$ cat src/sv/tcw_pkg.sv
// Shared types, codes and microcode store of the text console writer.
`timescale 1ns / 1ps
`default_nettype none

package tcw_pkg;

   localparam logic [15:0] RESET_BLANK_CELL = 16'h0720;
   localparam logic [7:0]  SPACE_CODE       = 8'h20;
   localparam logic [7:0]  NEWLINE_CODE     = 8'h0A;
   localparam logic [7:0]  TEXT_ATTR_RESET  = 8'h07;

   // Register index as decoded from the word address.
   localparam logic CSR_TEXT_ATTRIBUTE = 1'b0;

   typedef enum logic [1:0] {
      KIND_PUT   = 2'd0,
      KIND_READ  = 2'd1,
      KIND_CLEAR = 2'd2,
      KIND_NONE  = 2'd3
   } kind_type;

   typedef enum logic [3:0] {
      ST_INIT,
      ST_INIT_FILL,
      ST_IDLE,
      ST_PUT,
      ST_FINISH,
      ST_READ,
      ST_READ_CAP,
      ST_CLR0,
      ST_CLR_FILL,
      ST_SCR0,
      ST_SCR_COPY,
      ST_SCR_FLUSH,
      ST_SCR_BLANK
   } step_type;

   typedef enum logic [2:0] {
      PTR_HOLD,
      PTR_ZERO,
      PTR_INC,
      PTR_SRC_START,
      PTR_LAST_ROW
   } ptr_op_type;

   typedef enum logic [2:0] {
      WR_NONE,
      WR_RESET_BLANK,
      WR_ATTR_BLANK,
      WR_CHAR,
      WR_COPY
   } wr_sel_type;

   typedef enum logic {
      RD_PTR,
      RD_CELL
   } rd_sel_type;

   typedef enum logic [1:0] {
      CUR_HOLD,
      CUR_PUT,
      CUR_HOME
   } cur_op_type;

   typedef enum logic [2:0] {
      BR_NEXT,
      BR_GOTO,
      BR_LOOP,
      BR_DISPATCH,
      BR_SCROLL,
      BR_EMIT
   } br_type;

   typedef struct packed {
      ptr_op_type ptr_op;
      wr_sel_type wr_sel;
      rd_sel_type rd_sel;
      cur_op_type cur_op;
      logic       accept;
      logic       copy_rd;
      logic       load_cell;
      logic       emit;
      br_type     br;
      step_type   target;
   } ctrl_word_type;

   typedef struct packed {
      logic     req_valid;
      kind_type kind;
      logic     ptr_last;
      logic     scroll;
      logic     out_free;
   } status_type;

   localparam ctrl_word_type NOP_WORD = '{
      ptr_op:    PTR_HOLD,
      wr_sel:    WR_NONE,
      rd_sel:    RD_PTR,
      cur_op:    CUR_HOLD,
      accept:    1'b0,
      copy_rd:   1'b0,
      load_cell: 1'b0,
      emit:      1'b0,
      br:        BR_NEXT,
      target:    ST_IDLE
   };

   // Microprogram: one control word per step.
   function automatic ctrl_word_type ucode_rom(input step_type step);
      ctrl_word_type w;
      w = NOP_WORD;
      unique case (step)
         ST_INIT: begin
            w.ptr_op = PTR_ZERO;
         end
         ST_INIT_FILL: begin
            w.wr_sel = WR_RESET_BLANK;
            w.ptr_op = PTR_INC;
            w.br     = BR_LOOP;
            w.target = ST_IDLE;
         end
         ST_IDLE: begin
            w.accept = 1'b1;
            w.br     = BR_DISPATCH;
         end
         ST_PUT: begin
            w.wr_sel = WR_CHAR;
            w.cur_op = CUR_PUT;
            w.br     = BR_SCROLL;
            w.target = ST_SCR0;
         end
         ST_FINISH: begin
            w.emit   = 1'b1;
            w.br     = BR_EMIT;
            w.target = ST_IDLE;
         end
         ST_READ: begin
            w.rd_sel = RD_CELL;
         end
         ST_READ_CAP: begin
            w.load_cell = 1'b1;
            w.br        = BR_GOTO;
            w.target    = ST_FINISH;
         end
         ST_CLR0: begin
            w.ptr_op = PTR_ZERO;
            w.cur_op = CUR_HOME;
         end
         ST_CLR_FILL: begin
            w.wr_sel = WR_ATTR_BLANK;
            w.ptr_op = PTR_INC;
            w.br     = BR_LOOP;
            w.target = ST_FINISH;
         end
         ST_SCR0: begin
            w.ptr_op = PTR_SRC_START;
         end
         ST_SCR_COPY: begin
            w.copy_rd = 1'b1;
            w.wr_sel  = WR_COPY;
            w.ptr_op  = PTR_INC;
            w.br      = BR_LOOP;
            w.target  = ST_SCR_FLUSH;
         end
         ST_SCR_FLUSH: begin
            w.wr_sel = WR_COPY;
            w.ptr_op = PTR_LAST_ROW;
         end
         ST_SCR_BLANK: begin
            w.wr_sel = WR_ATTR_BLANK;
            w.ptr_op = PTR_INC;
            w.br     = BR_LOOP;
            w.target = ST_FINISH;
         end
         default: begin
            w.br     = BR_GOTO;
            w.target = ST_IDLE;
         end
      endcase
      return w;
   endfunction

   // Entry step for each request kind.
   function automatic step_type dispatch_step(input kind_type kind);
      step_type s;
      s = ST_FINISH;
      unique case (kind)
         KIND_PUT:   s = ST_PUT;
         KIND_READ:  s = ST_READ;
         KIND_CLEAR: s = ST_CLR0;
         default:    s = ST_FINISH;
      endcase
      return s;
   endfunction

endpackage

`default_nettype wire

$ cat src/sv/tcw_sequencer.sv
// Step counter, microcode fetch and branch logic.
`timescale 1ns / 1ps
`default_nettype none

module tcw_sequencer (
   input  wire logic                   clock,
   input  wire logic                   reset,
   input  wire tcw_pkg::status_type    status,
   output tcw_pkg::ctrl_word_type      ctrl
);

   import tcw_pkg::*;

   step_type step_ff;
   step_type step_in;
   step_type step_next;

   assign ctrl      = ucode_rom(step_ff);
   assign step_next = step_type'(4'(step_ff) + 4'd1);

   always_comb begin
      step_in = step_ff;
      unique case (ctrl.br)
         BR_NEXT:     step_in = step_next;
         BR_GOTO:     step_in = ctrl.target;
         BR_LOOP:     step_in = status.ptr_last ? ctrl.target : step_ff;
         BR_DISPATCH: step_in = status.req_valid ? dispatch_step(status.kind) : step_ff;
         BR_SCROLL:   step_in = status.scroll ? ctrl.target : step_next;
         BR_EMIT:     step_in = status.out_free ? ctrl.target : step_ff;
         default:     step_in = ST_IDLE;
      endcase
   end

   always_ff @(posedge clock) begin
      if (reset) begin
         step_ff <= ST_INIT;
      end else begin
         step_ff <= step_in;
      end
   end

endmodule

`default_nettype wire

$ cat config.mk
export PLATFORM = sky130hd
export DESIGN_NAME = tcw_sequencer
export DESIGN_NICKNAME = d
export VERILOG_FILES = /design/src/sv/tcw_pkg.sv /design/src/sv/tcw_sequencer.sv
export SDC_FILE = /design/constraint.sdc
export NUM_CORES = 1
export LEC_CHECK = 0
export ABC_AREA = 1
export BUFFER_PORTS_ARGS = -buffer_cell sky130_fd_sc_hd__buf_2
export CAP_MARGIN = 25
export CELL_PAD_IN_SITES_DETAIL_PLACEMENT = 1
export CELL_PAD_IN_SITES_GLOBAL_PLACEMENT = 2
export CORE_AREA = 8 8 66 68
export DETAILED_ROUTE_END_ITERATION = 8
export DIE_AREA = 0 0 74 76
export PLACE_DENSITY_LB_ADDON = 0.1
export SYNTH_ARGS = -nofsm -noshare
export SYNTH_HDL_FRONTEND = slang
export SYNTH_SLANG_ARGS = --single-unit
$ cat constraint.sdc
create_clock -name clock -period 2.4 [get_ports clock]
set_input_delay 0.12 -clock clock [delete_from_list [all_inputs] [get_ports clock]]
set_output_delay 0.12 -clock clock [all_outputs]
set_load 0.05 [all_outputs]
# [Word-level counts from Yosys, hierarchy flattened]
# Index checks and enable logic that the tools add are counted.
[op_classes] add_sub_neg=1 eq_ne=22 muxes=16 n_reduce_logical=10
[op_table] cell="3-bit case mux with 4 select lines" n=2
[op_table] cell="4-bit case mux with 6 select lines" n=1
[op_table] cell="4-bit == test (second input constant)" n=5
[op_table] cell="4-bit by 3-bit == test with 1-bit output (second input constant)" n=4
[op_table] cell="4-bit two-way mux" n=4
[op_table] cell="3-bit case mux with 5 select lines" n=1
[op_table] cell="4-bit case mux with 3 select lines" n=1
[op_table] cell="3-bit case mux with 3 select lines" n=1
[op_table] cell="4-bit by 2-bit == test with 1-bit output (second input constant)" n=2
[op_table] cell="3-bit by 2-bit == test with 1-bit output (second input constant)" n=2
[op_table] cell="3-bit == test (second input constant)" n=2
[op_table] cell="2-bit inequality test (second input constant)" n=3
[op_table] cell="2-bit OR reduction" n=3
[op_table] cell="1-bit two-way mux" n=5
[op_table] cell="5-bit OR reduction" n=1
[op_table] cell="4-bit by 1-bit adder with 4-bit output (second input constant)" n=1
[op_table] cell="4-bit by 1-bit == test with 1-bit output (second input constant)" n=1
[op_table] cell="4-bit logical NOT" n=1
[op_table] cell="2-bit case mux with 2 select lines" n=1
[op_table] cell="4-bit OR reduction" n=1
[op_table] cell="3-bit by 1-bit == test with 1-bit output (second input constant)" n=1
[op_table] cell="3-bit logical NOT" n=1
[op_table] cell="3-bit AND reduction" n=1
[op_table] cell="3-bit OR reduction" n=1
[op_table] cell="3 further kinds" n=3
[word_totals] regBits=4 in_bits=8 output_inout_bits=20 word_cells=50

# [Longest topological paths before layout]
# Gate-level depths: netlist of run 1.
[logic_depth] ltp_word=6 ltp_mapped=13

# [Worst setup path after synthesis of run 1]
# OpenSTA, ideal clock, no wires.
[synth_path] path_type="reg-to-reg" from="reg step_ff[0]" to="reg step_ff[1]" setup_ps=109 arrival_ps=2630 required_ps=2291 setup_slack_ps=-339 stages_incl_launch_ff=11 synth_period_minus_slack_ps=2739 cell_sequence="dfxtp_1 ha_1 nand2_1 nor2_1 o21ai_1 o21bai_1 nor2_1 a21oi_1 nand3_1 nand2_1 inv_1"
[synth_rtl] element="start: declaration" line_no="tcw_sequencer.sv:14" rtl="step_type step_ff;"
[synth_rtl] element="start signal: assignment" line_no="tcw_sequencer.sv:38" rtl="step_ff <= step_in;"

==> flow_summary.toml, run 1 <==
[outcome]
outcome = "finished, final reports clean"

[routing]
ant_nets = 0
viasPerCell = 4.266
drtPass1Iterations = 4
remaining_drc_errors = 0
vias = 849
initialDrtViolationCount = 32
routed_wl_mm = 2.665
wl_per_cell_um = 13.39

[timing]
period_share_pct = 84.95
skew_ps = 1.222
setup_viol = 0
fmax_mhz = 490.5
fin_ws_ps = 361.2
finalMaxSlewViolations = 0
tns_ps = 0
rsz0062_at_grt = "false"
relSlewSlack_pct = 65.63
final.min_clock_period_ps = 2039
worst_slew_pin_slew_ps = 514.8
hold_viol = 0
hold-worst-slack_ps = 98.81

[synth]
synthCells = 121
synth-async-reset-ratio_pct = 0
synth_edf_count = 0
netlist_area_sq_um = 721.9
synth_fp_nets = 133
yosysTopAreaCell = "nand2_1"
ys_seq_area_share_pct = 11.09
yosys.area.top_type_share_pct = 15.08
ys_top_cells_by_area = "nand2_1 15%, dfxtp_1 11%, inv_1 9.9%"
ys_warn_count = 0
synthFlopType = "dfxtp_1"
synth_cell_types = 27
postSynthAreaPerCell_sq_um = 5.966
ys_ff_latch = 4

[layout]
layout-drive-gt1-share_pct = 33.11
final_common_cell = "nand2_1"
nets = 165
multi_input_area_sq_um = 520.5
final_cell_area_sq_um = 938.4
fillers = 459
top_register = "step_ff"
layout_common_cells = "29 x nand2_1, 27 x buf_2, 19 x inv_1, 11 x nand3_1"
regArea_sq_um = 80.08
top_regs = "step_ff: 4 flops"
largest_register_ffs = 4
syn_to_final_growth_pct = 29.98
antenna_cells = 0

[global_route]
grt.total_usage_pct = 9.464
grt_max_degree = 9
grt_first_pass_wirelength_mm = 4.374
antenna_found_initial = 0
grt_pass1_vias = 901
overflow = 0

[critical_path]
cp_cell_sequence = "inv_1, ha_1, nor3b_1, nor2_1, nand3_1, nand2_1, buf_2"
worstSetupStartpointType = "flip-flop"
cp_slowest_cell = "dfxtp_1"
cp.required_ps = 2280
rrSetupSlack_ps = 370
crit_arrival_ps = 1920
max_stage_delay_ps = 440
critPathCaptureType = "primary output"
worstPathMaxFanout = 7
worst-setup-path-type = "flip-flop to primary output"

[clock_network]
tritoncts = "built"
cts_made_buffers = 3
cts_htree_levels = 1
cts-resized-gates = 0
cts_num_sinks = 4
clk_pin_slew_worst_paths_ps = 30
postCtsHoldBufs = 0
cts_setup_buffers = 0
cts_max_path_buffers = 2
clk_latency_ps = 230
cts_root_buf = "clkbuf_4"

[floorplan]
die-area_sq_mm = 0.005624
die-width_um = 74
core-area_sq_mm = 0.003441
placementRows = 22
die_y_um = 76
ios = 28
start_util_pct = 20.98

[place]
portBuffers = 27
dp_hpwl_mm = 2.333
pre_cts_ws_ps = 314.9
gp_congestion = 0.8164
place_area_sq_um = 915.9

[flow_run]
drv_cap = 0

[power_and_ir_drop]
p_leak_uw = 0.0006053
power_density_mw_per_mm2 = 1615
ir_drop_v = 0.0003081

[hold_path]
hold_path_class = "input pin to flip-flop"
-- metal layers --
layer	share of wire, %	up-vias	global-route usage, %
li1	-	442	-
met1	46	388	11.73
met2	47	19	16.02
met3	6.0	0	2.763
met4	0	0	0.6000
met5	0	-	0
-- through the flow --
step / power [uW] / util [%] / instances
after global placement: 1456 / 26.62 / 196
final: 1516 / 27.27 / 199
after CTS: 1540 / 27.27 / 199
after global routing: 1640 / 27.27 / 199
after floorplan: 1147 / - / 121
after detailed placement: 1453 / 26.62 / 196
-- cells by family after synthesis --
| logic type | count (synthesis) | share of synthesized area [%] |
|---|---|---|
| xor gates and xnor gates | 2 | 2.427 |
| and+or+nand+nor | 65 | 47.49 |
| buffers and inverters | 27 | 17.68 |
| DFF | 4 | 11.09 |
| AOI/OAI and AO/OA | 19 | 14.38 |
| adders and majority gates | 4 | 6.933 |
-- synth_stat cells (2+ instances only) --
master / number
inv_1: 19
inv_2: 2
nand3_1: 11
nand2_4: 2
nand2_1: 29
a21oi_1: 10
nand4_1: 2
inv_4: 3
ha_1: 4
o211ai_1: 2
nor2_4: 2
nand2_2: 3
dfxtp_1: 4
buf_6: 2
o21ai_0: 4
nor2_1: 11
-- layout make-up --
cell class                 instances  share of cell area [%]
tap                               48                   6.400
sequential                         4                   8.533
multi-input combinational         90                   55.47
inverter                          24                   10.40
timing repair buffer              30                   16.80
clock buffer                       3                   2.400
-- power breakdown --
part	internal, uW	total, uW	switching (uW)
sequential	90.9	129	38.4
clock	55.6	78.4	22.8
combinational	359	1310	950
-- critical path: cells and delay by family, from the launching register on --
family | cells | cell delay, ps
AND/OR/NAND/NOR | 4 | 640
flip-flops | 1 | 440
adder cells (fa/ha/maj) | 1 | 270
buffers and inverters | 2 | 350
-- final timing paths --
path	end	startpoint	depth (start not counted)
setup / recovery	ctrl[4]	step_ff[0]	7
hold / removal	step_ff[2]	reset	2
setup reg to reg	step_ff[1]	step_ff[0]	11
hold reg to reg	step_ff[0]	step_ff[0]	2
(Power assumes the default switching activity.)
==> run 2, diff against run 1 <==
--- a/config.mk
+++ b/config.mk
@@ -10,9 +10,9 @@
 export CAP_MARGIN = 25
 export CELL_PAD_IN_SITES_DETAIL_PLACEMENT = 1
 export CELL_PAD_IN_SITES_GLOBAL_PLACEMENT = 2
-export CORE_AREA = 8 8 66 68
+export CORE_AREA = 8 8 68 70
 export DETAILED_ROUTE_END_ITERATION = 8
-export DIE_AREA = 0 0 74 76
+export DIE_AREA = 0 0 76 78
 export PLACE_DENSITY_LB_ADDON = 0.1
 export SYNTH_ARGS = -nofsm -noshare
 export SYNTH_HDL_FRONTEND = slang
==> constraint.sdc (replaced) <==
create_clock -name clock -period 1.8 [get_ports clock]
set_input_delay 0.09 -clock clock [delete_from_list [all_inputs] [get_ports clock]]
set_output_delay 0.09 -clock clock [all_outputs]
set_load 0.05 [all_outputs]
==> flow_summary.toml, run 2 (same netlist as run 1, synthesis figures left out) <==
[hold_path]
hold_path_class = "input pin to flip-flop"

[outcome]
outcome = "finished, final reports clean"

[timing]
relSlewSlack_pct = 83.11
worst_slew_pin_slew_ps = 255.0
fmax_mhz = 582.9
rsz0062_at_grt = "true"
finalMaxSlewViolations = 0
fin_ws_ps = 84.51
hold_viol = 0
hold-worst-slack_ps = 62.36
final.min_clock_period_ps = 1715
period_share_pct = 95.31
skew_ps = 3.590
setup_viol = 0

[critical_path]
critPathCaptureType = "primary output"
max_stage_delay_ps = 340
reg2reg_to = "step_ff[1]"
crit_arrival_ps = 1630
reg2reg_depth = 12
worst-setup-path-type = "flip-flop to primary output"
worstSetupStartpointType = "flip-flop"
cp_slowest_cell = "dfxtp_2"
r2r-start = "step_ff[0]"
worstPathMaxFanout = 3
crit_start = "step_ff[0]"
rrSetupSlack_ps = 120
worstSetupEndpoint = "ctrl[4]"
cp_cell_sequence = "buf_6, ha_4, nand3_2, nand2_1, nor2_2, buf_4, nand3_1, nand2_1, buf_6"
cp.required_ps = 1710

[floorplan]
placementRows = 22
die_y_um = 78
core-area_sq_mm = 0.003551
die-width_um = 76
ios = 28
die-area_sq_mm = 0.005928
start_util_pct = 20.33

[routing]
routed_wl_mm = 2.892
remaining_drc_errors = 0
wl_per_cell_um = 13.33
initialDrtViolationCount = 40
vias = 940
viasPerCell = 4.332
ant_nets = 0
drtPass1Iterations = 3

[global_route]
grt_first_pass_wirelength_mm = 4.781
antenna_found_initial = 0
grt_max_degree = 11
overflow = 0
grt.total_usage_pct = 9.641
grt_pass1_vias = 1021

[place]
pre_cts_ws_ps = -58.81
place_area_sq_mm = 0.001049
portBuffers = 27
gp_congestion = 0.7163
dp_hpwl_mm = 2.371

[layout]
antenna_cells = 0
final_common_cell = "buf_2"
top_regs = "step_ff: 4 flops"
fillers = 463
multi_input_area_sq_um = 664.4
regArea_sq_um = 86.33
nets = 183
layout-drive-gt1-share_pct = 55.62
final_cell_area_sq_mm = 0.001272
largest_register_ffs = 4
top_register = "step_ff"
syn_to_final_growth_pct = 76.26
layout_common_cells = "25 x buf_2, 23 x nand2_1, 18 x buf_4, 16 x inv_1, 9 x a21oi_1"
utilization_pct = 35.84

[power_and_ir_drop]
p_leak_uw = 0.0007174
clkPwrFrac_pct = 4.6
seqPwrFrac_pct = 7.1
p_sw_share_pct = 60.49
ir_drop_v = 0.0006609
p_comb_share_pct = 88.2
switching_power_uw = 1497
power_density_mw_per_mm2 = 1945
internal_power_uw = 977.9
finalPower_uw = 2475

[clock_network]
clk_pin_slew_worst_paths_ps = 40
cts_num_sinks = 4
tritoncts = "built"
clk_latency_ps = 240
cts_made_buffers = 3
cts_root_buf = "clkbuf_4"
cts_htree_levels = 1
cts_max_path_buffers = 2

[flow_run]
drv_cap = 0
-- run 2: cell types whose count changed in the layout (fill, tap and decap cells not counted), sizes merged --
cell,change
buf,+18
-- run 2: how the worst min path moves through the flow --
stage | startpoint | endpoint | slack [ps] | depth (start not counted)
2_1_floorplan | reset | step_ff[0] | 160 | 1
3_3_place_gp | reset | step_ff[2] | 320 | 2
3_5_place_dp | reset | step_ff[2] | 300 | 2
4_1_cts | reset | step_ff[0] | 40 | 2
5_1_grt | reset | step_ff[0] | 60 | 2
6_report | reset | step_ff[0] | 60 | 2
-- run 2: worst max-delay path: cells and delay by family (launching register included) --
| family | cells | cell delay, ps |
|---|---|---|
| adders and majority gates | 1 | 180 |
| buffers and inverters | 3 | 420 |
| DFF | 1 | 340 |
| and+or+nand+nor | 5 | 460 |
-- run 2: power by group through the flow --
stage | Combinational [uW] | Sequential, uW | Clock, uW
finish | 2180 | 176 | 115
floorplan | 1400 | 144 | 0
global route | 2370 | 181 | 125
detailed placement | 1920 | 148 | 0
global placement | 1900 | 147 | 0
CTS | 2030 | 155 | 125
-- run 2: stage by stage --
| stage | cells | setup TNS, ps |
|---|---|---|
| after CTS | 213 | -6.346 |
| after global placement | 207 | -27.07 |
| final | 217 | 0 |
| after global routing | 217 | -34.51 |
| after floorplan | 121 | -74.30 |
| after detailed placement | 207 | -58.81 |
-- run 2: area by class of cell --
type / instances / area share [%]
sequential: 4 / 6.785
multi-input combinational: 90 / 52.21
timing repair buffer: 48 / 26.25
clock buffer: 3 / 1.770
inverter: 24 / 8.260
tap: 48 / 4.720
-- run 2: repair_timing --
action	CTS	global route
cloned	0	0
gates resized for setup	15	24
hold buffers	0	0
pin swaps	2	10
setup buffers	3	4
setup endpoints to repair	5	9
-- run 2: routing by layer --
layer / global-route usage [%] / wire [um] / part of all wire, % / vias to the layer above
li1: - / - / - / 484
met4: 3.725 / 42 / 1.5 / 0
met1: 10.69 / 1234 / 43 / 434
met3: 2.765 / 123 / 4.3 / 4
met5: 0 / 0 / 0 / -
met2: 16.97 / 1492 / 52 / 18
==> run 3, diff against run 2 <==
==> constraint.sdc (replaced) <==
create_clock -name clock -period 1.8 [get_ports clock]
set_input_delay 0.27 -clock clock [delete_from_list [all_inputs] [get_ports clock]]
set_output_delay 0.27 -clock clock [all_outputs]
set_load 0.05 [all_outputs]
==> flow_summary.toml, run 3 (same netlist as run 1, synthesis figures left out) <==
[critical_path]
path_common_cell = "buf_6"
worstSetupStartpointType = "flip-flop"
worst-setup-path-type = "flip-flop to primary output"
cp_slowest_cell = "dfxtp_4"
r2r-start = "step_ff[0]"
max_stage_delay_ps = 350
crit_arrival_ps = 1510
critPathCaptureType = "primary output"
crit_start = "step_ff[0]"
worstPathMaxFanout = 4
cp_cell_sequence = "buf_6, ha_4, buf_4, nand2_2, nor2_4, o21ai_4, buf_6"
cp.required_ps = 1530

[power_and_ir_drop]
power_density_mw_per_mm2 = 1997
clkPwrFrac_pct = 4.1
seqPwrFrac_pct = 6.1
switching_power_uw = 1588
p_sw_share_pct = 57.62
ir_drop_v = 0.0005029
p_leak_uw = 0.0007500
internal_power_uw = 1168
p_comb_share_pct = 89.8

[place]
gp_congestion = 0.7632
portBuffers = 27
pre_cts_ws_ps = -25.76
place_area_sq_mm = 0.001106
dp_hpwl_mm = 2.527

[timing]
relSlewSlack_pct = 82.88
rsz0062_at_grt = "true"
fmax_mhz = 562.9
hold_viol = 0
final.min_clock_period_ps = 1777
worst_slew_pin_slew_ps = 258.6
setup_viol = 0
skew_ps = 1.773
finalMaxSlewViolations = 0
period_share_pct = 98.70
fin_ws_ps = 23.48

[layout]
nets = 189
antenna_cells = 0
largest_register_ffs = 4
layout-drive-gt1-share_pct = 61.71
multi_input_area_sq_um = 710.7
final_cell_area_sq_mm = 0.001380
syn_to_final_growth_pct = 91.16
top_regs = "step_ff: 4 flops"
top_register = "step_ff"
layout_common_cells = "24 x buf_4, 21 x buf_2, 19 x nand2_1, 15 x inv_1, 10 x nand2_2"
final_common_cell = "buf_4"
fillers = 453
regArea_sq_um = 87.58

[routing]
viasPerCell = 4.332
routed_wl_mm = 3.041
ant_nets = 0
vias = 966
wl_per_cell_um = 13.64
initialDrtViolationCount = 19
remaining_drc_errors = 0
drtPass1Iterations = 4

[global_route]
grt_pass1_vias = 1039
grt.total_usage_pct = 10.04
antenna_found_initial = 0
grt_max_degree = 8
grt_first_pass_wirelength_mm = 5.002
overflow = 0

[hold_path]
hold_start = "reset"
hold_path_class = "input pin to flip-flop"

[clock_network]
cts_root_buf = "clkbuf_4"
cts_htree_levels = 1
cts_num_sinks = 4
tritoncts = "built"
clk_pin_slew_worst_paths_ps = 40
postCtsHoldBufs = 0
clk_latency_ps = 230
cts_max_path_buffers = 2
cts_made_buffers = 3

[floorplan]
die_y_um = 78
core-area_sq_mm = 0.003551
start_util_pct = 20.33
die-width_um = 76
die-area_sq_mm = 0.005928
ios = 28
placementRows = 22

[outcome]
outcome = "finished, final reports clean"

[flow_run]
drv_cap = 0
==> run 3: worst paths after layout <==
path                                   end  slack, ps  depth (start not counted)
worst max register to register  step_ff[2]         50                         12
worst min register to register  step_ff[2]        510                          2
worst min-delay path            step_ff[2]        250                          2
worst max-delay path               ctrl[1]         20                          7
==> run 3: layer usage <==
metal | track usage, % | share of wire, % | up-vias
met5 | 0 | 0 | -
met4 | 2.353 | 1.1 | 0
met3 | 1.959 | 2.8 | 4
met2 | 17.99 | 53 | 19
met1 | 11.92 | 43 | 450
li1 | - | - | 493
==> run 3: cell type report <==
type / instances / area share [%]
Tap cell: 48 / 4.352
Clock buffer: 3 / 1.632
Inverter: 24 / 7.253
Multi-Input combinational cell: 90 / 51.50
Timing Repair Buffer: 54 / 28.92
Sequential cell: 4 / 6.346
==> run 3: critical path, delay by kind of cell (launching register included) <==
kind	cells	cell delay [ps]
adder cells (fa/ha/maj)	1	180
buffers and inverters	3	460
AO/OA/AOI/OAI	1	160
AND/OR/NAND/NOR	2	130
flip-flops	1	350
==> run 3: power by group through the flow <==
stage	logic [uW]	registers [uW]	clock network, uW
final	2470	169	113
after global routing	2670	173	132
after CTS	2350	160	119
after detailed placement	2030	154	0
after global placement	2010	154	0
after floorplan	1410	144	0
==> run 3: repair_timing <==
action                                  CTS  global route
buffers inserted                          2             2
endpoints found under the setup margin   13            16
pin swaps                                 7            13
resized for setup                        35            25
==> run 3: metrics by stage <==
step	total power (uW)	instances	hold slack, ps	utilization [%]	setup TNS (ps)
after floorplan	1559	121	339.1	-	-74.30
after global placement	2168	216	485.1	31.15	-8.033
after detailed placement	2180	216	486.6	31.15	-45.44
after CTS	2625	221	232.9	35.94	0
after global routing	2975	223	236.2	38.87	-388.3
final	2755	223	246.1	38.87	0
